`config.mk`:
```
export PLATFORM = sky130hd
export DESIGN_NAME = mrw_seq
export DESIGN_NICKNAME = d
export VERILOG_FILES = /design/src/sv/mrw_pkg.sv /design/src/sv/mrw_modmul.sv /design/src/sv/mrw_seq.sv
export SDC_FILE = /design/constraint.sdc
export NUM_CORES = 1
export LEC_CHECK = 0
export BUFFER_PORTS_ARGS = -buffer_cell sky130_fd_sc_hd__buf_2
export CORE_AREA = 5 5 190 192
export CTS_CLUSTER_SIZE = 12
export DETAILED_ROUTE_END_ITERATION = 10
export DIE_AREA = 0 0 195 197
export GPL_ROUTABILITY_DRIVEN = 0
export PLACE_DENSITY = 0.76
export SYNTH_ARGS = -nofsm -noshare
export SYNTH_HDL_FRONTEND = slang
export SYNTH_HIERARCHICAL = 1
export SYNTH_SLANG_ARGS = --single-unit
export TNS_END_PERCENT = 100
```
`constraint.sdc`:
```
create_clock -name clk_i -period 5.95 [get_ports clk_i]
set_input_delay 0.8925 -clock clk_i [delete_from_list [all_inputs] [get_ports clk_i]]
set_output_delay 0.8925 -clock clk_i [all_outputs]
set_load 0.01 [all_outputs]
```
`src/sv/mrw_pkg.sv`:
```
// Shared definitions for the Miller-Rabin witness test block.
// Holds the default working width, the sequencer state type and the result beat type.
// No dependencies.
package mrw_pkg;

  localparam int unsigned MRW_WIDTH = 32;

  typedef enum logic [2:0] {
    ST_IDLE,
    ST_FACTOR,
    ST_REDUCE,
    ST_POW_MUL,
    ST_POW_SQ,
    ST_SQ_INIT,
    ST_SQUARE,
    ST_FINISH
  } mrw_state_e;

  typedef struct packed {
    logic valid;
    logic composite;
  } mrw_res_t;

endpackage

```
`src/sv/mrw_modmul.sv`:
```
// Bit-serial modular multiplier: (a * b) mod n by double-and-add, one multiplier bit per cycle.
// Operand a and modulus n are read live and must hold for the whole product; b is shifted in.
// Depends on mrw_pkg for the default width.
module mrw_modmul #(
  parameter int unsigned W = mrw_pkg::MRW_WIDTH
) (
  input  logic         clk_i,
  input  logic         rst_ni,
  input  logic         start_i,
  input  logic [W-1:0] a_i,
  input  logic [W-1:0] b_i,
  input  logic [W-1:0] n_i,
  output logic         done_o,
  output logic [W-1:0] prod_o
);

  localparam int unsigned CW = $clog2(W);
  localparam int unsigned EW = W + 3;

  logic          busy_q;
  logic          done_q;
  logic [CW-1:0] cnt_q;
  logic [W-1:0]  acc_q;
  logic [W-1:0]  mplr_q;
  logic [W-1:0]  acc_d;
  logic [EW-1:0] addend;
  logic [EW-1:0] sum;
  logic [EW-1:0] dif1;
  logic [EW-1:0] dif2;

  // Double the accumulator, add a when the multiplier bit is set, reduce below n.
  // The sum stays below 3n, so subtracting n or 2n is enough.
  assign addend = mplr_q[W-1] ? {3'b000, a_i} : '0;
  assign sum    = {2'b00, acc_q, 1'b0} + addend;
  assign dif1   = sum - {3'b000, n_i};
  assign dif2   = sum - {2'b00, n_i, 1'b0};

  always_comb begin
    if (!dif2[EW-1]) begin
      acc_d = dif2[W-1:0];
    end else if (!dif1[EW-1]) begin
      acc_d = dif1[W-1:0];
    end else begin
      acc_d = sum[W-1:0];
    end
  end

  // Count the multiplier bits and flag the finished product.
  always_ff @(posedge clk_i or negedge rst_ni) begin
    if (!rst_ni) begin
      busy_q <= 1'b0;
      done_q <= 1'b0;
      cnt_q  <= '0;
    end else if (start_i) begin
      busy_q <= 1'b1;
      done_q <= 1'b0;
      cnt_q  <= CW'(W - 1);
    end else if (busy_q) begin
      if (cnt_q == '0) begin
        busy_q <= 1'b0;
        done_q <= 1'b1;
      end else begin
        cnt_q  <= cnt_q - CW'(1);
        done_q <= 1'b0;
      end
    end else begin
      done_q <= 1'b0;
    end
  end

  // Load the multiplier, then shift it out MSB first while the accumulator advances.
  always_ff @(posedge clk_i) begin
    if (start_i) begin
      acc_q  <= '0;
      mplr_q <= b_i;
    end else if (busy_q) begin
      acc_q  <= acc_d;
      mplr_q <= {mplr_q[W-2:0], 1'b0};
    end
  end

  assign done_o = done_q;
  assign prod_o = acc_q;

endmodule

```
`src/sv/mrw_seq.sv`:
```
// Sequencer for one witness test: trivial cases, n-1 = u * 2^t, base reduction,
// square-and-multiply for b^u, then t squarings with the nontrivial-root check.
// Depends on mrw_pkg and mrw_modmul.
module mrw_seq #(
  parameter int unsigned W = mrw_pkg::MRW_WIDTH
) (
  input  logic             clk_i,
  input  logic             rst_ni,
  input  logic             start_i,
  input  logic [W-1:0]     cand_i,
  input  logic [W-1:0]     base_i,
  output logic             ready_o,
  output mrw_pkg::mrw_res_t res_o,
  input  logic             res_ready_i
);

  import mrw_pkg::*;

  localparam int unsigned TW = $clog2(W);

  mrw_state_e    state_q;
  mrw_state_e    state_d;
  logic          mm_start_q;
  logic          mm_start_d;
  logic          mm_done;
  logic [W-1:0]  mm_prod;
  logic [W-1:0]  mm_a;
  logic [W-1:0]  mm_b;

  logic [W-1:0]  n_q;
  logic [W-1:0]  b_q;
  logic [W-1:0]  nm1_q;
  logic [W-1:0]  u_q;
  logic [TW-1:0] t_q;
  logic [W-1:0]  acc_q;
  logic [W-1:0]  sq_q;
  logic [W-1:0]  prev_q;
  logic          comp_q;

  logic          cand_is_two;
  logic          trivial;
  logic          u_rest;
  logic          witness;

  assign cand_is_two = (cand_i == W'(2));
  assign trivial     = cand_is_two || !cand_i[0] || (cand_i == W'(1));
  assign u_rest      = (u_q[W-1:1] != '0);
  assign witness     = (mm_prod == W'(1)) && (prev_q != W'(1)) && (prev_q != nm1_q);

  // Select the multiplier operands for the current step.
  always_comb begin
    case (state_q)
      ST_REDUCE: begin
        mm_a = W'(1);
        mm_b = b_q;
      end
      ST_POW_MUL: begin
        mm_a = acc_q;
        mm_b = sq_q;
      end
      ST_POW_SQ: begin
        mm_a = sq_q;
        mm_b = sq_q;
      end
      default: begin
        mm_a = acc_q;
        mm_b = acc_q;
      end
    endcase
  end

  mrw_modmul #(
    .W(W)
  ) u_modmul (
    .clk_i  (clk_i),
    .rst_ni (rst_ni),
    .start_i(mm_start_q),
    .a_i    (mm_a),
    .b_i    (mm_b),
    .n_i    (n_q),
    .done_o (mm_done),
    .prod_o (mm_prod)
  );

  // Next state.
  always_comb begin
    state_d = state_q;
    case (state_q)
      ST_IDLE: begin
        if (start_i) begin
          state_d = trivial ? ST_FINISH : ST_FACTOR;
        end
      end
      ST_FACTOR: begin
        if (u_q[0]) begin
          state_d = ST_REDUCE;
        end
      end
      ST_REDUCE, ST_POW_MUL: begin
        if (mm_done) begin
          state_d = u_rest ? ST_POW_SQ : ST_SQ_INIT;
        end
      end
      ST_POW_SQ: begin
        if (mm_done && u_q[0]) begin
          state_d = ST_POW_MUL;
        end
      end
      ST_SQ_INIT: begin
        state_d = (t_q == '0) ? ST_FINISH : ST_SQUARE;
      end
      ST_SQUARE: begin
        if (mm_done && (witness || (t_q == TW'(1)))) begin
          state_d = ST_FINISH;
        end
      end
      ST_FINISH: begin
        if (res_ready_i) begin
          state_d = ST_IDLE;
        end
      end
      default: state_d = ST_IDLE;
    endcase
  end

  // Outputs: multiplier launches and handshake flags.
  always_comb begin
    mm_start_d = 1'b0;
    case (state_q)
      ST_FACTOR:             mm_start_d = u_q[0];
      ST_REDUCE, ST_POW_MUL: mm_start_d = mm_done && u_rest;
      ST_POW_SQ:             mm_start_d = mm_done;
      ST_SQ_INIT:            mm_start_d = (t_q != '0);
      ST_SQUARE:             mm_start_d = mm_done && !witness && (t_q != TW'(1));
      default:               mm_start_d = 1'b0;
    endcase
  end

  assign ready_o         = (state_q == ST_IDLE);
  assign res_o.valid     = (state_q == ST_FINISH);
  assign res_o.composite = comp_q;

  always_ff @(posedge clk_i or negedge rst_ni) begin
    if (!rst_ni) begin
      state_q    <= ST_IDLE;
      mm_start_q <= 1'b0;
    end else begin
      state_q    <= state_d;
      mm_start_q <= mm_start_d;
    end
  end

  // Working registers, advanced by state.
  always_ff @(posedge clk_i) begin
    case (state_q)
      ST_IDLE: begin
        if (start_i) begin
          n_q    <= cand_i;
          b_q    <= base_i;
          nm1_q  <= cand_i - W'(1);
          u_q    <= cand_i - W'(1);
          t_q    <= '0;
          comp_q <= !cand_is_two;
        end
      end
      ST_FACTOR: begin
        // Strip factors of two from n-1.
        if (!u_q[0]) begin
          u_q <= {1'b0, u_q[W-1:1]};
          t_q <= t_q + TW'(1);
        end
      end
      ST_REDUCE: begin
        // b mod n doubles as the first product, since u is odd.
        if (mm_done) begin
          sq_q  <= mm_prod;
          acc_q <= mm_prod;
          u_q   <= {1'b0, u_q[W-1:1]};
        end
      end
      ST_POW_MUL: begin
        if (mm_done) begin
          acc_q <= mm_prod;
          u_q   <= {1'b0, u_q[W-1:1]};
        end
      end
      ST_POW_SQ: begin
        if (mm_done) begin
          sq_q <= mm_prod;
          if (!u_q[0]) begin
            u_q <= {1'b0, u_q[W-1:1]};
          end
        end
      end
      ST_SQ_INIT: begin
        comp_q <= (acc_q != W'(1));
        prev_q <= acc_q;
      end
      ST_SQUARE: begin
        if (mm_done) begin
          acc_q  <= mm_prod;
          prev_q <= mm_prod;
          t_q    <= t_q - TW'(1);
          comp_q <= witness || (mm_prod != W'(1));
        end
      end
      default: begin
      end
    endcase
  end

endmodule

```
==> out/results.txt <==
worst hold margin -> 0.2449 ns
post-DR vias/cell -> 6.425
clock root buffer -> clkbuf_16
Setup Viol. Count Final -> 0
clk slew on worst S/H paths -> 0.06 ns
CTS tree -> yes
Yosys warnings -> 6
Crit path max-delay family -> compound AO/OA/AOI/OAI gates
Worst path slowest cell -> dfrtp_2
# rows -> 68
Hold Vio Cnt, Final -> 0
largest net degree at the start of global routing -> 62
clock sink count -> 305
reg-to-reg startpoint -> state_q[1]
CP max stage delay -> 0.43 ns
syn avg cell area -> 9.854 µm²
synthesized instance count -> 1,954
DRT iter0 DRCs -> 2,162
Overflow after GRT -> 0
RR Endpoint -> u_modmul/prod_o[14]
HPWL Detailed -> 43,640 µm
antenna cells -> 0
total CTS buffers -> 34
Crit Path Category -> reg2reg
layout cell share with drive strength beyond 1 -> 0.1746
Mapped Area -> 19,250 µm²
GR Util All Layers -> 0.2898
Final Max Tran Viols -> 0
Synth-to-Final Area Change -> 14.51%
Max Buffers Root-to-Sink -> 3
clk_lat worst skew -> 0.53 ns
Initial DRT Pass Iterations -> 7
CP endpoint kind -> flip-flop
die extent in y -> 197 µm
max cap viols -> 0
PD cells -> 199.2 nW/µm²
reg2reg path depth -> 29
chip width -> 195 µm
fmax -> 172.1 MHz
Required @ worst endpoint -> 6.32 ns
outcome -> completed
vias post-DR -> 16,470
maximum VDD drop -> 0.2583 mV
Layout Skew -> 0.01624 ns
Top Ports -> 71
die area -> 38,420 µm²
Tcrit/Tclk final -> 0.9765
worst-margin pin slew -> 1.297 ns
fin crit period -> 5.810 ns
Yosys reg bits -> 305
syn_nets -> 2,128
most common flop cell mapped by yosys -> edfxtp_1
ANT nets after route -> 0
CP Max Fanout -> 26
Critical Path AT -> 6.18 ns
relative slew slack -> 0.1341
WL per Instance -> 22.82 µm
Post-synth EDFFs -> 262
hold crit path type -> in2async
first-pass GRT wire length -> 87,840 µm
final-stage net count -> 2,265
PortBufs -> 70
total design power -> 4.392 mW
Buf/Inv on CP -> 3
Worst R2R Setup Slack -> 0.14 ns
via count of the first global-routing pass -> 15,340
Core Box Area -> 34,200 µm²
initial antenna violation count -> 0
H-tree depth -> 2
Initial Util -> 0.5630
post-synthesis sequential area ratio -> 0.4562
count of cell types in the netlist -> 86
startpoint types -> flip-flop
async set or reset register ratio after synthesis -> 0.03607
Lkg Pwr -> 9.188 nW
cell repeated most along the worst path -> a21o_1
final wirelength -> 58,480 µm
DRC viols -> 0
-- placed cells by master (no fill, tap or decap), types with 9 or more instances in the layout --
cell type,n
mux2i_1,9
o22ai_1,38
nand2b_1,28
a211oi_1,16
or2_2,9
nand3_1,31
buf_2,70
or3_1,14
buf_4,114
nor4_1,43
a22o_1,32
o221a_2,23
inv_1,82
nor2_1,110
xor2_1,89
and3_1,11
xnor2_1,52
a31oi_1,17
a21oi_1,123
edfxtp_1,262
o21bai_1,11
and2_1,34
a21o_1,51
a21oi_2,9
o21ai_0,86
mux2_2,32
nor3_1,33
nand2_1,270
nand4_1,19
dfxtp_1,32
clkbuf_16,35
ha_1,99
o21a_1,17
o21ai_1,10
nor2b_1,12
-- how the worst max path moves through the flow --
stage                          start                   to  slack (ns)  cells after the start
after global placement    state_q[1]  u_modmul/prod_o[19]        0.06                     28
after CTS                 state_q[1]  u_modmul/prod_o[23]        0.01                     29
final                     state_q[1]  u_modmul/prod_o[14]        0.14                     29
after detailed placement  state_q[1]   u_modmul/prod_o[2]       -0.10                     28
after global routing      state_q[2]  u_modmul/prod_o[18]       -0.04                     32
after floorplan           state_q[2]  u_modmul/prod_o[27]        0.01                     31
-- cells in the mapped netlist (all sizes together) (22+ instances only) --
cell type,instances,share of area
nor4,44,0.015
edfxtp,262,0.41
xor2,89,0.040
nand2b,29,0.0094
xnor2,57,0.026
clkbuf,69,0.013
nand2,273,0.053
nand3,31,0.0081
a22o,32,0.015
a211oi,22,0.0094
inv,82,0.016
ha,103,0.067
and2,36,0.012
a21oi,133,0.035
mux2,32,0.019
o21ai,99,0.026
nor3,37,0.010
a21o,51,0.020
o221a,23,0.013
o22ai,39,0.013
dfxtp,32,0.033
nor2,115,0.022
-- per-stage QoR --
| stage | setup WS (ns) | area [µm²] | TNS, ns | cells | utilization |
|---|---|---|---|---|---|
| 6_report | 0.1400 | 22050 | 0 | 2563 | 0.6446 |
| 5_1_grt | -0.04289 | 22050 | -0.3750 | 2563 | 0.6446 |
| 4_1_cts | 0.01421 | 21780 | 0 | 2555 | 0.6367 |
| 3_5_place_dp | -0.1019 | 20710 | -0.9309 | 2502 | 0.6055 |
| 3_3_place_gp | 0.05963 | 20710 | 0 | 2502 | 0.6055 |
| 2_1_floorplan | 0.01039 | 19260 | 0 | 1954 | - |
-- layout make-up --
type                    instances  area [µm²]
multi-input cells            1476       10040
well taps                     455       569.3
fillers                      2644       12150
clock inverters                16       150.1
repair buffers                191        1306
clock buffers                  37       883.3
flip-flops and latches        305        8787
inverters                      83       312.8
-- kinds of logic (layout without fill, tap and decap cells) --
| logic type | after synthesis | in the layout | synth area share |
|---|---|---|---|
| AO/OA/AOI/OAI | 527 | 527 | 0.1861 |
| XOR/XNOR | 146 | 146 | 0.06641 |
| adder cells (fa/ha/maj) | 106 | 106 | 0.07005 |
| buffers and inverters | 173 | 327 | 0.03574 |
| flip-flops | 305 | 305 | 0.4562 |
| multiplexers | 41 | 41 | 0.02339 |
| AND/OR/NAND/NOR | 656 | 656 | 0.1621 |
-- power breakdown --
group	switching [mW]	internal, mW	leakage, nW
logic	0.0449	0.0249	5.81
clock network	0.833	1.19	0.511
registers	0	2.30	2.87
-- state kept, by name (all words and copies together), names as in the netlist, 3 cells and up --
name	count
t_q	5
u_modmul/cnt_q	5
u_modmul/prod_o	32
sq_q	32
nm1_q	32
u_q	32
b_q	32
acc_q	32
state_q	3
prev_q	32
n_q	32
u_modmul/mplr_q	32
-- per-layer routing --
metal | GRT usage | vias up | wire length (µm)
li1 | - | 7494 | -
met1 | 0.4135 | 7854 | 23750
met2 | 0.4507 | 993 | 26120
met3 | 0.04137 | 125 | 5956
met4 | 0.1164 | 0 | 2659
met5 | 0 | - | 0
-- timing repair --
action                                  CTS  global route
buffers inserted                          0             8
pin swaps                                 2            25
hold buffers                              0             0
gates resized for setup                  10            46
endpoints found under the setup margin   32            32
(Power assumes the default switching activity.)
